### src/rtl/core/chf_pkg.sv
// ----------------------------------------------------------------------------
// chf_pkg
// Types, constants and the arctangent table shared by the heading pipeline.
// ----------------------------------------------------------------------------
`timescale 1ns / 1ps

package chf_pkg;

	// coordinate width: 16-bit reading scaled by 2^24, plus CORDIC gain headroom
	localparam int CW = 45;
	// angle accumulator width, units of 2^-16 centidegree
	localparam int ZW = 32;
	localparam int ATAN_LEN = 24;
	localparam int FRAC_BITS = 16;
	localparam int SCALE_BITS = 24;

	localparam logic signed [ZW-1:0] QUARTER_UNITS = 32'sd589824000; // 90.00 deg
	localparam logic signed [ZW-1:0] ROUND_HALF = 32'sd32768;
	localparam logic signed [16:0] CENTIDEG_HALF = 17'sd18000;
	localparam logic signed [16:0] CENTIDEG_FULL = 17'sd36000;
	localparam logic [15:0] HEADING_NO_FIELD = 16'd18000;

	typedef struct packed {
		logic                 no_field;
		logic signed [CW-1:0] x;
		logic signed [CW-1:0] y;
		logic signed [ZW-1:0] z;
	} cordic_t;

	// atan(2^-i) in 2^-16 centidegree units, rounded to nearest
	function automatic logic signed [ZW-1:0] atan_units(input int idx);
		logic signed [ZW-1:0] v;
		unique case (idx)
			0:  v = 32'sd294912000;
			1:  v = 32'sd174096719;
			2:  v = 32'sd91987925;
			3:  v = 32'sd46694507;
			4:  v = 32'sd23437865;
			5:  v = 32'sd11730358;
			6:  v = 32'sd5866610;
			7:  v = 32'sd2933484;
			8:  v = 32'sd1466764;
			9:  v = 32'sd733385;
			10: v = 32'sd366693;
			11: v = 32'sd183346;
			12: v = 32'sd91673;
			13: v = 32'sd45837;
			14: v = 32'sd22918;
			15: v = 32'sd11459;
			16: v = 32'sd5730;
			17: v = 32'sd2865;
			18: v = 32'sd1432;
			19: v = 32'sd716;
			20: v = 32'sd358;
			21: v = 32'sd179;
			22: v = 32'sd90;
			23: v = 32'sd45;
			default: v = '0;
		endcase
		return v;
	endfunction

endpackage

### src/rtl/core/chf_cell.sv
// ----------------------------------------------------------------------------
// chf_cell
// One vectoring micro-rotation with its own pipeline register.
// ----------------------------------------------------------------------------
`timescale 1ns / 1ps

module chf_cell #(
	parameter int IDX = 0
) (
	input  logic             clk,
	input  logic             arst_n,
	input  logic             in_vld,
	output logic             in_rdy,
	input  chf_pkg::cordic_t in_data,
	output logic             out_vld,
	input  logic             out_rdy,
	output chf_pkg::cordic_t out_data
);

	localparam logic signed [chf_pkg::ZW-1:0] ATAN_STEP = chf_pkg::atan_units(IDX);

	logic             vld_s1;
	chf_pkg::cordic_t data_s1;
	chf_pkg::cordic_t nxt;
	logic             adv;
	logic signed [chf_pkg::CW-1:0] dx;
	logic signed [chf_pkg::CW-1:0] dy;

	assign adv    = !vld_s1 || out_rdy;
	assign in_rdy = adv;

	assign dx = in_data.y >>> IDX;
	assign dy = in_data.x >>> IDX;

	always_comb begin
		nxt.no_field = in_data.no_field;
		if (!in_data.y[chf_pkg::CW-1]) begin
			nxt.x = in_data.x + dx;
			nxt.y = in_data.y - dy;
			nxt.z = in_data.z + ATAN_STEP;
		end else begin
			nxt.x = in_data.x - dx;
			nxt.y = in_data.y + dy;
			nxt.z = in_data.z - ATAN_STEP;
		end
	end

	always_ff @(posedge clk or negedge arst_n) begin
		if (!arst_n) begin
			vld_s1 <= 1'b0;
		end else if (adv) begin
			vld_s1 <= in_vld;
		end
	end

	always_ff @(posedge clk) begin
		if (adv && in_vld) begin
			data_s1 <= nxt;
		end
	end

	assign out_vld  = vld_s1;
	assign out_data = data_s1;

endmodule

### config.mk
export PLATFORM = sky130hd
export DESIGN_NAME = chf_cell
export DESIGN_NICKNAME = d
export VERILOG_FILES = /design/src/rtl/core/chf_pkg.sv /design/src/rtl/core/chf_cell.sv
export SDC_FILE = /design/constraint.sdc
export NUM_CORES = 1
export LEC_CHECK = 0
export BUFFER_PORTS_ARGS = -buffer_cell sky130_fd_sc_hd__buf_2
export CAP_MARGIN = 20
export CORE_AREA = 2 2 180 182
export CTS_BUF_LIST = sky130_fd_sc_hd__clkbuf_2
export DETAILED_ROUTE_END_ITERATION = 8
export DIE_AREA = 0 0 182 184
export PLACE_DENSITY = 0.63
export SKIP_CTS_REPAIR_TIMING = 1
export SLEW_MARGIN = 5
export SYNTH_ARGS = -nofsm -noshare
export SYNTH_HDL_FRONTEND = slang
export SYNTH_SLANG_ARGS = --single-unit
export TNS_END_PERCENT = 100
### constraint.sdc
create_clock -name clk -period 4.1 [get_ports clk]
set_clock_uncertainty 0.2 [all_clocks]
set_input_delay 0.41 -clock clk [delete_from_list [all_inputs] [get_ports clk]]
set_output_delay 0.41 -clock clk [all_outputs]
set_load 0.1 [all_outputs]
==> metrics.md <==
| Metric | Value |
|---|---|
| Routed wire length | `43.6 mm` |
| Setup TNS | `0 ps` |
| Row count | `65` |
| 1st-iter DRT viols | `927` |
| Kind of critical path | `primary input to register` |
| Clk_lat worst skew | `810 ps` |
| Critical Path Max Stage Delay | `540 ps` |
| Post-Synthesis Cells | `1459` |
| Die ar. | `0.0335 mm2` |
| Fmax | `0.265 GHz` |
| Placed insts | `2113` |
| Root buffer cell | `clkbuf_2` |
| Initial Util | `39.7%` |
| Pwr dens | `350 mW/mm2` |
| Synth Area in Adders | `16.7%` |
| Yosys top cell by area | `edfxtp_1` |
| Area delta synth->final | `23.1%` |
| Clock buffer depth | `2` |
| Ys Warns | `0` |
| H-tree Lvls | `4` |
| Slew Viols, Final | `0` |
| Simple-Gate Fraction of Synth Area | `11.9%` |
| Synth Register Bits | `123` |
| Hold Fails Final Rpt | `0` |
| MaxCap Viol Count | `0` |
| Dominant synthesized flop cell | `edfxtp_1` |
| DR vias/cell | `5.60` |
| RSZ-0062 raised after global routing | `no` |
| Post-layout minimum cycle time | `3780 ps` |
| Clock-pin slew on the worst setup and hold paths | `280 ps` |
| Slew @ Worst Pin | `921 ps` |
| # clock sinks | `123` |
| Synth Area in Compound Gates | `26.4%` |
| Initial antenna violation count | `1` |
| Grt ovf | `0` |
| Relative slew slack | `38.6%` |
| CTS tree | `built` |
| Worst vdd ir | `0.218 mV` |
| Pre-Repair DR Iteration Count | `5` |
| Final ANT Viol Nets | `0` |
| Remaining DRCs | `0` |
| Vias | `12361` |
| DR WL/cell | `19.7 um` |
| Fraction of registers with async set/reset | `0.813%` |
| Distinct cells, synth | `74` |
| Worst hold path class | `primary input to register` |
| Post-DP HPWL | `34.2 mm` |
| Largest net degree at the start of global routing | `73` |
| Die width | `182 um` |
| Commonest non-fill, non-tap cell in the layout | `buf_2` |
| Total global-route track usage | `25.3%` |
| Synth area leaders | `edfxtp_1, ha_1, a21oi_1` |
| Sequential share of the synthesized area | `29.6%` |
| IO Pins | `252` |
| Critical Path Slowest Stage Cell | `dlygate4sd3_1` |
| Syn nets | `1750` |
| Mapped cell area | `0.0125 mm2` |
| Critical path startpoint category | `primary input` |
| Die Y-Extent | `184 um` |
| Mux cell area share after synthesis | `2.25%` |
| First-pass GRT wire length | `65.8 mm` |
| Worst hold path stage count | `5` |
| CP Capture Type | `register` |
| Post-synth EDFFs | `122` |
| Worst-path maximum fanout | `3` |
| Final setup viols | `0` |
| Run status | `complete, no violations` |
| Core Region | `0.0314 mm2` |
| Worst R2R Path Depth | `3` |
| # nets final | `2081` |
| Post-Layout Cell Count | `2206` |
| Most frequent cells in the layout | `buf_2, a21oi_1, ha_1` |
| Syn avg cell area | `8.55 um2` |
| Inserted Clock Buffers | `17` |
| Synth Area in XOR/XNOR | `6.67%` |
| Largest family of logic cells by synthesized area | `compound AO/OA/AOI/OAI gates` |
| Crit path DAT | `4170 ps` |
| Vias in the first global route | `11928` |
| Leak | `6.96 nW` |
| GPL Wtd Cong | `0.961` |
| Port-buffer cells | `251` |
| Share of the synthesized area in the top cell type | `29.4%` |
| Layout cells sized above 1 | `20.6%` |
| Cells along the critical path | `dlygate4sd3_1 > buf_2 > ha_1 > fa_1 > nand2b_1 > a21boi_1 > o21ai_1 > a211o_1 > a21oi_1 > o2111ai_1 > a2111oi_0 > o21a_1 > o21ai_0 > a31oi_1 > xnor2_1` |
| Final period util | `92.2%` |
| Worst path required time | `4480 ps` |
[area by class of cell]
cell class                 instances  area (um2)
fill                            3108       16000
multi-input combinational       1122        7970
sequential                       123        3690
timing repair buffer             375        2350
inverter                         151         567
tap                              402         503
clock inverter                    12         174
clock buffer                      20         100
antenna                            1        2.50
[power by group]
part | leakage, nW | switching [mW] | total [mW] | internal (mW)
Combinational | 5.63 | 2.04 | 2.80 | 0.758
Sequential | 1.17 | 0.0385 | 1.62 | 1.59
Clock | 0.159 | 0.545 | 0.951 | 0.406
[routing by layer]
metal	vias to the layer above	track usage (%)	share of wire, %
met3	76	4.99	7.1
met4	0	9.87	3.1
met5	-	0	0
li1	5905	-	-
met2	531	40.6	45
met1	5849	33.4	44
[stage by stage]
step | power (mW) | worst slack, ps | instance area (um2) | util, % | hold WS, ps
3_5_place_dp | 4.35 | 0.101 | 14500 | 46.1 | -14.7
2_1_floorplan | 3.66 | 131 | 12500 | - | -85.6
4_1_cts | 5.31 | 918 | 14800 | 47.0 | -971
6_report | 5.37 | 320 | 15400 | 48.9 | 11.8
5_1_grt | 5.60 | 209 | 15400 | 48.9 | 3.38
3_3_place_gp | 4.34 | 11.9 | 14500 | 46.1 | -14.8
[cell usage after synthesis, types with 7 or more instances]
master and number:
a21oi_1 196, ha_1 160, inv_1 144, edfxtp_1 122, nor2_1 107, xnor2_1 81, o21ai_0 79, nand2_1 69
clkbuf_1 50, a21o_1 46, o21bai_1 46, o21ai_1 30, mux2i_1 28, nand4_1 27, nor3_1 23, nand2b_1 16
nand3_1 16, o211ai_1 15, xor2_1 14, o31ai_1 13, o21a_1 12, a31oi_1 11, nor2b_1 11, a211oi_1 10
buf_1 10, nor4_1 8, or2_2 7
[registers in the layout (all words and copies together), names as in the netlist]
signal,flops
out_vld,1
out_data,122
[cell families after synthesis]
| logic type | count (synthesis) |
|---|---|
| AOI/OAI and AO/OA | 525 |
| and+or+nand+nor | 310 |
| buffers and inverters | 214 |
| adders and majority gates | 164 |
| DFF | 123 |
| xor gates and xnor gates | 95 |
| muxes | 28 |
[final timing paths]
kind                                           from                 endpoint  slack (ps)
worst max-delay path                    in_data[77]   out_data[62]$_DFFE_PP_         320
worst min-delay path                    in_data[68]  out_data[113]$_DFFE_PP_          10
worst max register to register  out_vld$_DFFE_PN0N_   out_data[50]$_DFFE_PP_        1990
worst min register to register  out_vld$_DFFE_PN0N_  out_data[113]$_DFFE_PP_         800
max in group asynchronous                    arst_n      out_vld$_DFFE_PN0N_        3400
min in group asynchronous                    arst_n      out_vld$_DFFE_PN0N_         200
[critical path: cells and delay by family]
kind	cells	cell delay (ps)
xor+xnor	1	80
buf+inv	2	680
compound gates	9	2260
fa+ha+maj	2	590
simple gates	1	150
Note: power is estimated with default switching activity, not from simulation.
