File: config.mk
export PLATFORM = sky130hd
export DESIGN_NAME = chf_prerot
export DESIGN_NICKNAME = d
export VERILOG_FILES = /design/src/rtl/core/chf_pkg.sv /design/src/rtl/core/chf_prerot.sv
export SDC_FILE = /design/constraint.sdc
export NUM_CORES = 1
export LEC_CHECK = 0
export CELL_PAD_IN_SITES_DETAIL_PLACEMENT = 0
export CELL_PAD_IN_SITES_GLOBAL_PLACEMENT = 1
export CORE_ASPECT_RATIO = 1.25
export CORE_MARGIN = 3
export CORE_UTILIZATION = 30
export CTS_BUF_LIST = sky130_fd_sc_hd__clkbuf_4
export DETAILED_ROUTE_END_ITERATION = 6
export DONT_BUFFER_PORTS = 1
export GPL_TIMING_DRIVEN = 0
export PLACE_DENSITY = 0.56
export SYNTH_ARGS = -nofsm -noshare
export SYNTH_HDL_FRONTEND = slang
export SYNTH_SLANG_ARGS = --single-unit
File: constraint.sdc
create_clock -name clk -period 2.7 [get_ports clk]
set_input_delay 0.135 -clock clk [delete_from_list [all_inputs] [get_ports clk]]
set_output_delay 0.135 -clock clk [all_outputs]
set_load 0.02 [all_outputs]
File: src/rtl/core/chf_pkg.sv
// ----------------------------------------------------------------------------
// chf_pkg
// Types, constants and the arctangent table shared by the heading pipeline.
// ----------------------------------------------------------------------------
`timescale 1ns / 1ps

package chf_pkg;

	// coordinate width: 16-bit reading scaled by 2^24, plus CORDIC gain headroom
	localparam int CW = 45;
	// angle accumulator width, units of 2^-16 centidegree
	localparam int ZW = 32;
	localparam int ATAN_LEN = 24;
	localparam int FRAC_BITS = 16;
	localparam int SCALE_BITS = 24;

	localparam logic signed [ZW-1:0] QUARTER_UNITS = 32'sd589824000; // 90.00 deg
	localparam logic signed [ZW-1:0] ROUND_HALF = 32'sd32768;
	localparam logic signed [16:0] CENTIDEG_HALF = 17'sd18000;
	localparam logic signed [16:0] CENTIDEG_FULL = 17'sd36000;
	localparam logic [15:0] HEADING_NO_FIELD = 16'd18000;

	typedef struct packed {
		logic                 no_field;
		logic signed [CW-1:0] x;
		logic signed [CW-1:0] y;
		logic signed [ZW-1:0] z;
	} cordic_t;

	// atan(2^-i) in 2^-16 centidegree units, rounded to nearest
	function automatic logic signed [ZW-1:0] atan_units(input int idx);
		logic signed [ZW-1:0] v;
		unique case (idx)
			0:  v = 32'sd294912000;
			1:  v = 32'sd174096719;
			2:  v = 32'sd91987925;
			3:  v = 32'sd46694507;
			4:  v = 32'sd23437865;
			5:  v = 32'sd11730358;
			6:  v = 32'sd5866610;
			7:  v = 32'sd2933484;
			8:  v = 32'sd1466764;
			9:  v = 32'sd733385;
			10: v = 32'sd366693;
			11: v = 32'sd183346;
			12: v = 32'sd91673;
			13: v = 32'sd45837;
			14: v = 32'sd22918;
			15: v = 32'sd11459;
			16: v = 32'sd5730;
			17: v = 32'sd2865;
			18: v = 32'sd1432;
			19: v = 32'sd716;
			20: v = 32'sd358;
			21: v = 32'sd179;
			22: v = 32'sd90;
			23: v = 32'sd45;
			default: v = '0;
		endcase
		return v;
	endfunction

endpackage

File: src/rtl/core/chf_prerot.sv
// ----------------------------------------------------------------------------
// chf_prerot
// Entry stage: scales the readings, folds the left half-plane into the right
// half-plane and registers the starting vector.
// ----------------------------------------------------------------------------
`timescale 1ns / 1ps

module chf_prerot (
	input  logic               clk,
	input  logic               arst_n,
	input  logic               in_vld,
	output logic               in_rdy,
	input  logic signed [15:0] x_field,
	input  logic signed [15:0] y_field,
	output logic               out_vld,
	input  logic               out_rdy,
	output chf_pkg::cordic_t   out_data
);

	logic             vld_s1;
	chf_pkg::cordic_t data_s1;
	chf_pkg::cordic_t nxt;
	logic             adv;
	logic signed [chf_pkg::CW-1:0] xs;
	logic signed [chf_pkg::CW-1:0] ys;

	assign adv    = !vld_s1 || out_rdy;
	assign in_rdy = adv;

	assign xs = {{(chf_pkg::CW-16-chf_pkg::SCALE_BITS){x_field[15]}}, x_field,
		{chf_pkg::SCALE_BITS{1'b0}}};
	assign ys = {{(chf_pkg::CW-16-chf_pkg::SCALE_BITS){y_field[15]}}, y_field,
		{chf_pkg::SCALE_BITS{1'b0}}};

	always_comb begin
		nxt.no_field = (x_field == 16'sd0) && (y_field == 16'sd0);
		if (x_field[15]) begin
			if (!y_field[15]) begin
				// rotate by -90 deg
				nxt.x = ys;
				nxt.y = -xs;
				nxt.z = chf_pkg::QUARTER_UNITS;
			end else begin
				// rotate by +90 deg
				nxt.x = -ys;
				nxt.y = xs;
				nxt.z = -chf_pkg::QUARTER_UNITS;
			end
		end else begin
			nxt.x = xs;
			nxt.y = ys;
			nxt.z = '0;
		end
	end

	always_ff @(posedge clk or negedge arst_n) begin
		if (!arst_n) begin
			vld_s1 <= 1'b0;
		end else if (adv) begin
			vld_s1 <= in_vld;
		end
	end

	always_ff @(posedge clk) begin
		if (adv && in_vld) begin
			data_s1 <= nxt;
		end
	end

	assign out_vld  = vld_s1;
	assign out_data = data_s1;

endmodule

==> flow_results.xml <==
<?xml version="1.0" encoding="UTF-8"?>
<metrics>
  <group name="finish">
    <metric name="diodes" unit="">0</metric>
    <metric name="share_of_post_route_cells_with_drive_strength_above_1" unit="%">24.6</metric>
    <metric name="n_fill_cell" unit="">1006</metric>
    <metric name="num-nets-final" unit="">433</metric>
    <metric name="fin_util" unit="%">38.4</metric>
    <metric name="final_cell_count_no_fill" unit="">521</metric>
    <metric name="syn2layout_area_growth" unit="%">24.2</metric>
    <metric name="layout.cell_area.non_filler" unit="µm²">3730</metric>
  </group>
  <group name="critical_path">
    <metric name="timing.critical_path.slowest_stage_cell" unit="">nor4b_1</metric>
    <metric name="worstPathBufferInverterCount" unit="">1</metric>
    <metric name="worst_ep_required_time" unit="ns">2.83</metric>
    <metric name="cp_num_cells" unit="">6</metric>
    <metric name="worst_r2r_path_depth" unit="">3</metric>
    <metric name="worstPathCellList" unit="">inv_1 &gt; ha_1 &gt; nor4b_1 &gt; a41oi_1 &gt; xnor2_1 &gt; a21oi_1</metric>
    <metric name="worst_path_dominant_cell_family" unit="">simple AND/OR/NAND/NOR gates</metric>
    <metric name="timing_worst_setup_path_type" unit="">in2reg</metric>
    <metric name="critPathLaunchType" unit="">primary input</metric>
    <metric name="crit_path_max_fanout" unit="">6</metric>
    <metric name="worst_ep_arrival_time" unit="ns">1.92</metric>
    <metric name="worst_setup_path_end_kind" unit="">flip-flop</metric>
    <metric name="cpPeakStageDelay" unit="ns">0.94</metric>
  </group>
  <group name="grt">
    <metric name="grt.overflow.total" unit="">0</metric>
    <metric name="grt_util_all_layers" unit="%">14.2</metric>
    <metric name="grt_first_pass_wirelength" unit="µm">12100</metric>
    <metric name="number_of_global_route_vias_before_repair" unit="">2214</metric>
    <metric name="antenna_found_initial" unit="">0</metric>
    <metric name="grt_start_max_net_pins" unit="">30</metric>
  </group>
  <group name="power">
    <metric name="power.density" unit="nW/µm²">461</metric>
    <metric name="ir_drop" unit="mV">0.179</metric>
    <metric name="cellLeakagePower" unit="nW">1.63</metric>
  </group>
  <group name="placed_design">
    <metric name="detailedPlacementHpwl" unit="µm">5960</metric>
    <metric name="numPortBuffers" unit="">0</metric>
    <metric name="finalWeightedCongestion" unit="">0.844</metric>
    <metric name="dp_slack" unit="ns">0.488</metric>
    <metric name="post_place_cell_area" unit="µm²">3450</metric>
    <metric name="place_inst" unit="">493</metric>
  </group>
  <group name="detailed_routing">
    <metric name="drt.antenna.violating_nets" unit="">0</metric>
    <metric name="first_iter_violations" unit="">90</metric>
    <metric name="detail_route.wirelength.met1" unit="µm">3030</metric>
    <metric name="wirelength" unit="µm">7950</metric>
    <metric name="detail_route.drc_violations" unit="">0</metric>
    <metric name="detail_route.vias_per_cell" unit="">4.15</metric>
    <metric name="drtPass1Iterations" unit="">4</metric>
    <metric name="routed_wire_length_per_instance" unit="µm">15.3</metric>
    <metric name="topRoutingLayerUsed" unit="">met4</metric>
    <metric name="wire_length_on_met2" unit="µm">3990</metric>
    <metric name="num_vias" unit="">2163</metric>
    <metric name="routed_wl_met3" unit="µm">805</metric>
  </group>
  <group name="logic_synthesis">
    <metric name="postSynthCellCount" unit="">295</metric>
    <metric name="synth.yosys.seq_area_share" unit="%">45.8</metric>
    <metric name="synthDistinctLibCells" unit="">39</metric>
    <metric name="syn-cell-area" unit="µm²">3000</metric>
    <metric name="yosys.cell_count.top_type" unit="">buf_4</metric>
    <metric name="yosysWarnings" unit="">0</metric>
    <metric name="netlist_top_cells_area" unit="">edfxtp_1, buf_4, a21oi_1, nor2_1, xor2_1</metric>
    <metric name="number_of_flip_flops_and_latches_in_the_synthesized_netlist" unit="">46</metric>
    <metric name="async_flop_share" unit="%">2.17</metric>
    <metric name="synth_top_area_share" unit="%">45.0</metric>
    <metric name="synth_edf_count" unit="">45</metric>
    <metric name="synth_flop_cell" unit="">edfxtp_1</metric>
    <metric name="average_cell_area_after_synthesis" unit="µm²">10.2</metric>
    <metric name="post-synth-top-area-cell" unit="">edfxtp_1</metric>
    <metric name="ys_top_cells_by_count" unit="">buf_4, edfxtp_1, nor2_1, a21oi_1, clkbuf_1</metric>
  </group>
  <group name="die">
    <metric name="die_w" unit="µm">95.5</metric>
    <metric name="starting_density_of_the_core" unit="%">30.9</metric>
    <metric name="core_area" unit="µm²">9710</metric>
    <metric name="dieArea" unit="µm²">11300</metric>
    <metric name="num_rows" unit="">40</metric>
    <metric name="chipHeight" unit="µm">118</metric>
    <metric name="count_of_pins_on_the_block_boundary" unit="">161</metric>
  </group>
  <group name="clocking">
    <metric name="h-tree-depth" unit="">2</metric>
    <metric name="clock_insertion_delay_worst_skew" unit="ns">0.38</metric>
    <metric name="clock_root_cell" unit="">clkbuf_4</metric>
    <metric name="clk_pin_slew_worst_paths" unit="ns">0.14</metric>
    <metric name="count_of_hold_fix_buffers_inserted_at_cts" unit="">21</metric>
    <metric name="cts_max_path_buffers" unit="">2</metric>
    <metric name="post_cts_setup_repair_bufs" unit="">0</metric>
    <metric name="tritoncts_clock_tree" unit="">yes</metric>
    <metric name="cts_sinks" unit="">46</metric>
    <metric name="post_cts.resized_instances" unit="">0</metric>
    <metric name="numCtsBuffers" unit="">5</metric>
  </group>
  <group name="sta">
    <metric name="timing.fmax" unit="MHz">560</metric>
    <metric name="timing.final.crit_period" unit="ns">1.79</metric>
    <metric name="final_max_slew_viol_count" unit="">0</metric>
    <metric name="fin_worst_hold_slack" unit="ns">-0.000353</metric>
    <metric name="postLayoutSetupSlackWorst" unit="ns">0.913</metric>
    <metric name="finalSetupViolCount" unit="">0</metric>
    <metric name="timing_worst_slew_pin_value" unit="ns">1.17</metric>
    <metric name="fin_crit_sh" unit="%">66.2</metric>
    <metric name="timing.slew.headroom" unit="%">20.9</metric>
    <metric name="grt_setup_unrepaired" unit="">false</metric>
    <metric name="timing.final.hold_violations" unit="">1</metric>
    <metric name="fin_skew" unit="ns">0.0251</metric>
  </group>
  <group name="hold_path">
    <metric name="min_path_cells" unit="">2</metric>
    <metric name="hold_class" unit="">in2reg</metric>
  </group>
  <group name="run_status">
    <metric name="outcome" unit="">finished with violations</metric>
    <metric name="failed_checks" unit="">negative hold slack</metric>
  </group>
  <group name="job">
    <metric name="max_cap_violations" unit="">0</metric>
  </group>
</metrics>
==> cell families after synthesis <==
logic type | Yosys count | synth area share (%)
buffers and inverters | 104 | 22.8
and+or+nand+nor | 61 | 9.88
AOI/OAI and AO/OA | 50 | 11.0
DFF | 46 | 45.8
xor gates and xnor gates | 25 | 7.29
muxes | 6 | 2.17
adders and majority gates | 2 | 0.833
other | 1 | 0.125
==> metrics by stage <==
step	setup TNS [ns]	power, mW
floorplan	0	1.25
global placement	-0.524	1.30
detailed placement	0	1.30
CTS	0	1.74
global route	0	1.81
finish	0	1.72
==> registers in the layout (all words and copies together) (netlist names) <==
| signal | cells |
|---|---|
| out_data | 45 |
| out_vld | 1 |
==> worst register-to-register path: cells and delay by family, from the launching register on <==
kind	cells	cell delay [ns]
simple gates	2	0.75
flops	1	0.47
buf+inv	1	0.26
==> cell type report <==
class / instances / area [µm²] / area share, %
flip-flops and latches: 46 / 1380 / 36.9
clock buffers: 5 / 37.5 / 1.01
inverters: 8 / 30.0 / 0.805
well taps: 126 / 158 / 4.23
repair buffers: 22 / 230 / 6.17
clock inverters: 2 / 33.8 / 0.906
plain buffers: 96 / 656 / 17.6
multi-input cells: 216 / 1210 / 32.4
==> layout by cell type (no fill, tap or decap), drive strengths merged, types with 2 or more instances in the layout <==
| cell type | instances |
|---|---|
| a21oi | 27 |
| a31oi | 5 |
| a41oi | 2 |
| and2 | 2 |
| buf | 83 |
| clkbuf | 19 |
| conb | 72 |
| dlygate4sd3 | 21 |
| edfxtp | 45 |
| ha | 2 |
| inv | 8 |
| mux2 | 4 |
| mux2i | 2 |
| nand2 | 4 |
| nand2b | 2 |
| nor2 | 34 |
| nor2b | 2 |
| nor3 | 4 |
| nor4 | 2 |
| o21ai | 4 |
| o31ai | 6 |
| o41ai | 4 |
| or4 | 3 |
| xnor2 | 12 |
| xor2 | 13 |
==> power breakdown <==
part           internal, mW  total, mW  switching [mW]
clock network         0.187      0.410           0.222
registers             0.847      0.921          0.0739
logic                 0.166      0.391           0.224
==> metal layers <==
| metal | global-route usage [%] | vias up |
|---|---|---|
| met2 | 24.0 | 114 |
| li1 | - | 1063 |
| met5 | 0 | - |
| met1 | 16.3 | 978 |
| met3 | 5.50 | 8 |
| met4 | 4.45 | 0 |
==> final timing paths <==
| path | end | slack, ns | from |
|---|---|---|---|
| max | out_data[70] | 0.91 | x_field[0] |
| min reg2reg | out_vld | 0.86 | out_vld |
| min in group asynchronous | out_vld | 0.53 | arst_n |
| max in group asynchronous | out_vld | 2.06 | arst_n |
| max reg2reg | out_data[109] | 0.93 | out_vld |
| min | out_data[104] | -0.0004 | x_field[3] |
Power figures use the tool's default switching activity.
