**src/rtl/core/chf_pkg.sv**
```systemverilog
// ----------------------------------------------------------------------------
// chf_pkg
// Types, constants and the arctangent table shared by the heading pipeline.
// ----------------------------------------------------------------------------
`timescale 1ns / 1ps

package chf_pkg;

	// coordinate width: 16-bit reading scaled by 2^24, plus CORDIC gain headroom
	localparam int CW = 45;
	// angle accumulator width, units of 2^-16 centidegree
	localparam int ZW = 32;
	localparam int ATAN_LEN = 24;
	localparam int FRAC_BITS = 16;
	localparam int SCALE_BITS = 24;

	localparam logic signed [ZW-1:0] QUARTER_UNITS = 32'sd589824000; // 90.00 deg
	localparam logic signed [ZW-1:0] ROUND_HALF = 32'sd32768;
	localparam logic signed [16:0] CENTIDEG_HALF = 17'sd18000;
	localparam logic signed [16:0] CENTIDEG_FULL = 17'sd36000;
	localparam logic [15:0] HEADING_NO_FIELD = 16'd18000;

	typedef struct packed {
		logic                 no_field;
		logic signed [CW-1:0] x;
		logic signed [CW-1:0] y;
		logic signed [ZW-1:0] z;
	} cordic_t;

	// atan(2^-i) in 2^-16 centidegree units, rounded to nearest
	function automatic logic signed [ZW-1:0] atan_units(input int idx);
		logic signed [ZW-1:0] v;
		unique case (idx)
			0:  v = 32'sd294912000;
			1:  v = 32'sd174096719;
			2:  v = 32'sd91987925;
			3:  v = 32'sd46694507;
			4:  v = 32'sd23437865;
			5:  v = 32'sd11730358;
			6:  v = 32'sd5866610;
			7:  v = 32'sd2933484;
			8:  v = 32'sd1466764;
			9:  v = 32'sd733385;
			10: v = 32'sd366693;
			11: v = 32'sd183346;
			12: v = 32'sd91673;
			13: v = 32'sd45837;
			14: v = 32'sd22918;
			15: v = 32'sd11459;
			16: v = 32'sd5730;
			17: v = 32'sd2865;
			18: v = 32'sd1432;
			19: v = 32'sd716;
			20: v = 32'sd358;
			21: v = 32'sd179;
			22: v = 32'sd90;
			23: v = 32'sd45;
			default: v = '0;
		endcase
		return v;
	endfunction

endpackage

```
**src/rtl/core/chf_round.sv**
```systemverilog
// ----------------------------------------------------------------------------
// chf_round
// Output stage: rounds the angle to centidegrees, subtracts 180.00 deg,
// wraps into 0..359.99 and holds the result for the consumer.
// ----------------------------------------------------------------------------
`timescale 1ns / 1ps

module chf_round (
	input  logic             clk,
	input  logic             arst_n,
	input  logic             in_vld,
	output logic             in_rdy,
	input  chf_pkg::cordic_t in_data,
	output logic             out_valid,
	input  logic             out_stall,
	output logic [15:0]      heading_centideg,
	output logic             no_field
);

	logic              vld_q;
	logic [15:0]       heading_q;
	logic              nf_q;
	logic              adv;
	logic signed [chf_pkg::ZW-1:0] z_rnd;
	logic signed [15:0] t_cd;
	logic signed [16:0] h_raw;
	logic signed [16:0] h_wrap;
	logic [15:0]        heading_nxt;

	assign adv    = !vld_q || !out_stall;
	assign in_rdy = adv;

	// round to nearest centidegree, ties up
	assign z_rnd = in_data.z + chf_pkg::ROUND_HALF;
	assign t_cd  = z_rnd[chf_pkg::ZW-1:chf_pkg::FRAC_BITS];
	assign h_raw = {t_cd[15], t_cd} + chf_pkg::CENTIDEG_HALF;

	always_comb begin
		priority if (h_raw < 17'sd0) begin
			h_wrap = h_raw + chf_pkg::CENTIDEG_FULL;
		end else if (h_raw >= chf_pkg::CENTIDEG_FULL) begin
			h_wrap = h_raw - chf_pkg::CENTIDEG_FULL;
		end else begin
			h_wrap = h_raw;
		end
		heading_nxt = in_data.no_field ? chf_pkg::HEADING_NO_FIELD : h_wrap[15:0];
	end

	always_ff @(posedge clk or negedge arst_n) begin
		if (!arst_n) begin
			vld_q <= 1'b0;
		end else if (adv) begin
			vld_q <= in_vld;
		end
	end

	always_ff @(posedge clk) begin
		if (adv && in_vld) begin
			heading_q <= heading_nxt;
			nf_q      <= in_data.no_field;
		end
	end

	assign out_valid        = vld_q;
	assign heading_centideg = heading_q;
	assign no_field         = nf_q;

endmodule

```
**config.mk**
```make
export PLATFORM = sky130hd
export DESIGN_NAME = chf_round
export DESIGN_NICKNAME = d
export VERILOG_FILES = /design/src/rtl/core/chf_pkg.sv /design/src/rtl/core/chf_round.sv
export SDC_FILE = /design/constraint.sdc
export NUM_CORES = 1
export LEC_CHECK = 0
export BUFFER_PORTS_ARGS = -buffer_cell sky130_fd_sc_hd__buf_2
export CORE_MARGIN = 1.5
export CORE_UTILIZATION = 38
export CTS_BUF_LIST = sky130_fd_sc_hd__clkbuf_8
export DETAILED_ROUTE_END_ITERATION = 6
export GPL_ROUTABILITY_DRIVEN = 0
export MAX_ROUTING_LAYER = met4
export PLACE_DENSITY = 0.79
export SETUP_SLACK_MARGIN = 0.2
export SYNTH_ARGS = -nofsm -noshare
export SYNTH_HDL_FRONTEND = slang
export SYNTH_SLANG_ARGS = --single-unit
```
**constraint.sdc**
```tcl
create_clock -name clk -period 1.2 [get_ports clk]
set_input_delay 0.12 -clock clk [delete_from_list [all_inputs] [get_ports clk]]
set_output_delay 0.12 -clock clk [all_outputs]
set_load 0.05 [all_outputs]
```
==> results.tsv, run 1 <==
metric	value	unit
fmax	311	MHz
violations	negative setup slack	
ys_warn_count	0	
synth-seq-area-share	26.5	%
leakagePower	1.47	nW
cts.path.max_buffers	2	
utilization	68.8	%
avgViaCountPerCell	5.41	
dieHeight	75.9	um
wl	6900	um
critPathLaunchType	input port	
hold_class	in -> reg	
ioPinCount	146	
overflow	0	
row_count	26	
p_comb_share	54.5	%
async_flop_share	5.56	%
power_density	793	mW/mm2
worstSkewPairLatency	0.26	ns
synth_ff_type	edfxtp_1	
clkSinkCount	18	
timing.hold.ws	0.122	ns
initial_core_util	39.6	%
fin_ws	-2.02	ns
rsz0062_at_grt	true	
syn_nets	359	
switching_share	37.6	%
status	finished with violations	
cts_buffers	3	
drv_cap	0	
drive_above_1_share	58.3	%
nets	494	
peakVddDrop	546	uV
nFillCells	354	
antenna_found_initial	0	
period_share	268	%
die-area	0.00577	mm2
die_x	75.9	um
max-slew-margin-rel	66.8	%
slowest_stage	or4_4	
crit_type	in -> reg	
track_usage	23.2	%
pwr-share-seq	27.5	%
num_antenna_cells	0	
switching_power	0.00105	W
crit_path_end_kind	flip-flop	
grt_pass1_vias	2345	
setup_tns	-21.24	ns
grt_max_degree	19	
slowest_delay	0.57	ns
syn_area	0.00202	mm2
cp_data_required_time	1.20	ns
synth_edf_count	17	
drtIter0Drc	180	
synth_cell_types	65	
dp_hpwl	4220	um
ant_nets	0	
hold_violations	0	
path_max_fanout	4	
htree_levels	1	
p_int	0.00174	W
clock-root-buffer	clkbuf_8	
setup_viol	11	
tightest_slew	0.494	ns
final.min_clock_period	3.22	ns
avgSynthCellArea	8.95	um2
worst_path_most_repeated_cell	buf_6	
dr_total_vias	2326	
core_area	0.00511	mm2
finalMaxSlewViolations	0	
ys_ff_latch	18	
drtPass1Iterations	4	
pwr-share-clk	18.0	%
cp_cell_sequence	buf_8, and3_4, nand3_4, xnor2_2, ha_2, buf_6, nor2_2, o21a_1, nor4b_4, nand2_2, buf_6, a21oi_4, xnor2_4, or4_4, a32o_2, xor2_1, nor2_1	
port_buffers	40	
synth_cells	226	
critPathArrivalTime	3.22	ns
area_growth	73.8	%
skew	0.00344	ns
cts_tree	built	
clkSlewWorstSetupHoldPaths	0.06	ns
route.detailed.drc	0	
grt_pass1_wl	10700	um
wire_per_inst	16.0	um
post-place-ws	-2.26	ns
[worst max-delay path: cells and delay by family]
kind	cells	cell delay [ns]
AOI/OAI and AO/OA	3	0.60
and+or+nand+nor	7	1.45
buffers and inverters	3	0.35
xor gates and xnor gates	3	0.45
adders and majority gates	1	0.23
[power groups by stage]
stage          combinational [W]  clock [W]  sequential (W)
5_1_grt                  0.00161   0.000531        0.000771
4_1_cts                  0.00138   0.000492        0.000766
3_5_place_dp             0.00120          0        0.000779
6_report                 0.00152   0.000501        0.000767
3_3_place_gp             0.00117          0        0.000780
2_1_floorplan           0.000608          0        0.000947
[metrics by stage]
stage	std cells	instance area, um2	total power [W]
final	430	3510	0.00279
after global routing	430	3510	0.00291
after CTS	421	3360	0.00264
after detailed placement	400	2940	0.00198
after global placement	400	2940	0.00195
after floorplan	226	2150	0.00155
[repair_timing]
item | CTS | global route
pin swaps | 26 | 25
setup endpoints to repair | 31 | 31
hold buffers | 1 | 0
resized for setup | 48 | 18
gates cloned | 2 | 0
buffers inserted | 14 | 9
hold endpoints to repair | 1 | 0
[synthesized netlist by cell type (4+ instances only)]
| master | count | area, um2 |
|---|---|---|
| a211oi_1 | 4 | 30.0 |
| edfxtp_1 | 17 | 510 |
| o21ai_0 | 5 | 25.0 |
| a21oi_1 | 12 | 60.1 |
| xor2_1 | 9 | 78.8 |
| xnor2_1 | 20 | 175 |
| buf_2 | 9 | 45.0 |
| o31ai_1 | 5 | 37.5 |
| nor3_1 | 7 | 35.0 |
| ha_1 | 6 | 75.1 |
| nand3_1 | 13 | 65.1 |
| nand2b_1 | 4 | 25.0 |
| nor2_1 | 18 | 67.6 |
| and3_1 | 5 | 31.3 |
| inv_1 | 8 | 30.0 |
| nand2_1 | 14 | 52.6 |
[registers in the layout, indices dropped and copies added (netlist names)]
| signal | flops |
|---|---|
| heading_centideg | 16 |
| no_field | 1 |
| out_valid | 1 |
[cell type report]
cell class	instances	area, um2	area share, %
clock buffer	4	55.1	1.57
inverter	8	30.0	0.854
multi-input combinational	189	1730	49.2
sequential	18	537	15.3
tap	70	87.6	2.49
timing repair buffer	141	1080	30.7
[cells in the final DEF, fill, tap and decap left out, types with 4 or more instances in the layout]
cell type,synthesis,layout
edfxtp_1,17,17
nand3_1,13,11
and3_1,5,4
xor2_2,2,6
inv_1,8,8
o21ai_1,2,4
xnor2_1,20,14
nor2_1,18,16
buf_2,9,33
clkbuf_8,0,4
xnor2_2,0,5
nor3_1,7,5
buf_8,0,4
buf_4,0,87
a21oi_1,12,8
xor2_1,9,5
nand2b_1,4,4
buf_6,1,15
nand2_1,14,10
ha_1,6,4
[routing by layer]
| metal | wire, um | GRT usage (%) |
|---|---|---|
| met5 | 0 | - |
| met4 | 198 | 8.52 |
| met2 | 3670 | 42.5 |
| met3 | 310 | 2.29 |
| met1 | 2720 | 26.0 |
[worst paths after layout]
| kind | startpoint | to | slack [ns] | depth (start not counted) |
|---|---|---|---|---|
| worst min-delay path | in_vld | out_valid | 0.12 | 2 |
| worst max-delay path | in_data[18] | heading_centideg[7] | -2.02 | 17 |
| max in group asynchronous | arst_n | out_valid | 0.95 | 2 |
| min in group asynchronous | arst_n | out_valid | 0.16 | 2 |
| worst min register to register | out_valid | out_valid | 0.61 | 2 |
| worst max register to register | out_valid | heading_centideg[1] | 0.16 | 2 |
[cells by family (layout without fill, tap and decap cells)]
group | Yosys count | count (layout) | synth area share, %
adder cells (fa/ha/maj) | 6 | 6 | 3.71
XOR/XNOR | 31 | 31 | 14.2
flip-flops | 18 | 18 | 26.5
buffers and inverters | 21 | 153 | 4.83
AO/OA/AOI/OAI | 59 | 59 | 22.5
AND/OR/NAND/NOR | 90 | 92 | 27.8
multiplexers | 1 | 1 | 0.495
Power figures use the tool's default switching activity.
==> run 2: changes to the inputs <==
- RECOVER_POWER: not set -> 100
==> results.tsv, run 2 (same netlist as run 1, synthesis figures left out) <==
metric	value	unit
tightest_slew	0.494	ns
wl	6900	um
cts_tree	built	
grt_pass1_vias	2345	
fin_ws	-2.01	ns
crit_type	in -> reg	
track_usage	23.2	%
utilization	68.0	%
clock-root-buffer	clkbuf_8	
critPathLaunchType	input port	
route.detailed.drc	0	
fmax	312	MHz
path_max_fanout	4	
period_share	267	%
hold_class	in -> reg	
nFillCells	366	
avgViaCountPerCell	5.42	
cts.path.max_buffers	2	
finalPower	0.00276	W
wire_per_inst	16.0	um
cp_data_required_time	1.21	ns
cts_buffers	3	
ioPinCount	146	
area_growth	71.8	%
drtPass1Iterations	4	
antenna_found_initial	0	
largest_reg_flops	16	
setup_viol	11	
drtIter0Drc	175	
die-area	0.00577	mm2
grt_pass1_wl	10700	um
dieHeight	75.9	um
overflow	0	
finalMaxSlewViolations	0	
clkSinkCount	18	
dr_total_vias	2331	
port_buffers	40	
leakagePower	1.45	nW
htree_levels	1	
initial_core_util	39.6	%
drv_cap	0	
nets	494	
power_density	796	mW/mm2
grt_max_degree	19	
max-slew-margin-rel	66.8	%
crit_path_end_kind	flip-flop	
drive_above_1_share	56.9	%
status	finished with violations	
critPathArrivalTime	3.21	ns
ant_nets	0	
mostFrequentLayoutCell	buf_4	
dp_hpwl	4220	um
final.min_clock_period	3.21	ns
most-common-layout-cells	87 x buf_4, 19 x clkbuf_2, 17 x edfxtp_1	
hold_violations	0	
worstSkewPairLatency	0.26	ns
timing.hold.ws	0.108	ns
num_antenna_cells	0	
rsz0062_at_grt	true	
skew	0.00425	ns
core_area	0.00511	mm2
row_count	26	
die_x	75.9	um
clkSlewWorstSetupHoldPaths	0.06	ns
peakVddDrop	546	uV
violations	negative setup slack	
==> run 2: changes by cell type in the layout (fill, tap and decap cells not counted), sizes merged <==
cell and delta:
clkbuf +21, buf -21
==> run 2: repair_timing <==
item | 4_1_cts | 5_1_grt
hold buffers | 1 | 0
setup endpoints to repair | 31 | 31
hold endpoints to repair | 1 | 0
cloned | 2 | 0
pin swaps | 26 | 25
setup buffers | 14 | 9
gates resized for setup | 48 | 18
==> run 2: worst max-delay path, stage by stage <==
cell,delay (ns)
buf_8,0.08
and3_4,0.21
nand3_4,0.08
xnor2_2,0.21
ha_2,0.23
buf_6,0.10
nor2_2,0.03
o21a_1,0.13
nor4b_4,0.35
nand2_2,0.15
buf_6,0.17
a21oi_4,0.17
xnor2_4,0.12
or4_4,0.57
a32o_2,0.30
xor2_1,0.12
nor2_1,0.06
==> run 2: cell type report <==
cell class	instances	area [um2]	area share [%]
timing repair buffer	141	1050	30.2
sequential	18	536	15.4
multi-input combinational	189	1720	49.4
inverter	8	30.0	0.864
tap	70	87.6	2.52
clock buffer	4	55.1	1.58
==> run 2: metrics by stage <==
stage / setup WS (ns) / instance area (um2) / cells / setup TNS, ns
6_report: -2.01 / 3470 / 430 / -21.21
4_1_cts: -1.90 / 3360 / 421 / -19.39
3_5_place_dp: -2.26 / 2940 / 400 / -23.89
3_3_place_gp: -2.09 / 2940 / 400 / -22.23
5_1_grt: -2.09 / 3470 / 430 / -22.19
2_1_floorplan: -2.09 / 2150 / 226 / -22.22
==> run 2: report_power, final <==
group	leakage, nW	switching [W]	internal, W
Combinational	1.25	0.000823	0.000674
Sequential	0.173	0.0000146	0.000753
Clock	0.0288	0.000207	0.000292
Total	1.45	0.00104	0.00172
==> run 2: metal layers <==
layer  routed length (um)  global-route usage [%]  vias up
met3                  275                    2.29       26
met2                 3620                    42.5       91
li1                     -                       -     1107
met4                  227                    8.52        0
met1                 2780                    26.0     1107
met5                    0                       -        -
==> run 2: final timing paths <==
check / slack, ns / cells after the start / startpoint / to
min reg2reg: 0.61 / 2 / out_valid / out_valid
max: -2.01 / 17 / in_data[18] / heading_centideg[7]
min in group asynchronous: 0.15 / 2 / arst_n / out_valid
min: 0.11 / 2 / in_vld / out_valid
max in group asynchronous: 0.95 / 2 / arst_n / out_valid
max reg2reg: 0.11 / 2 / out_valid / heading_centideg[5]
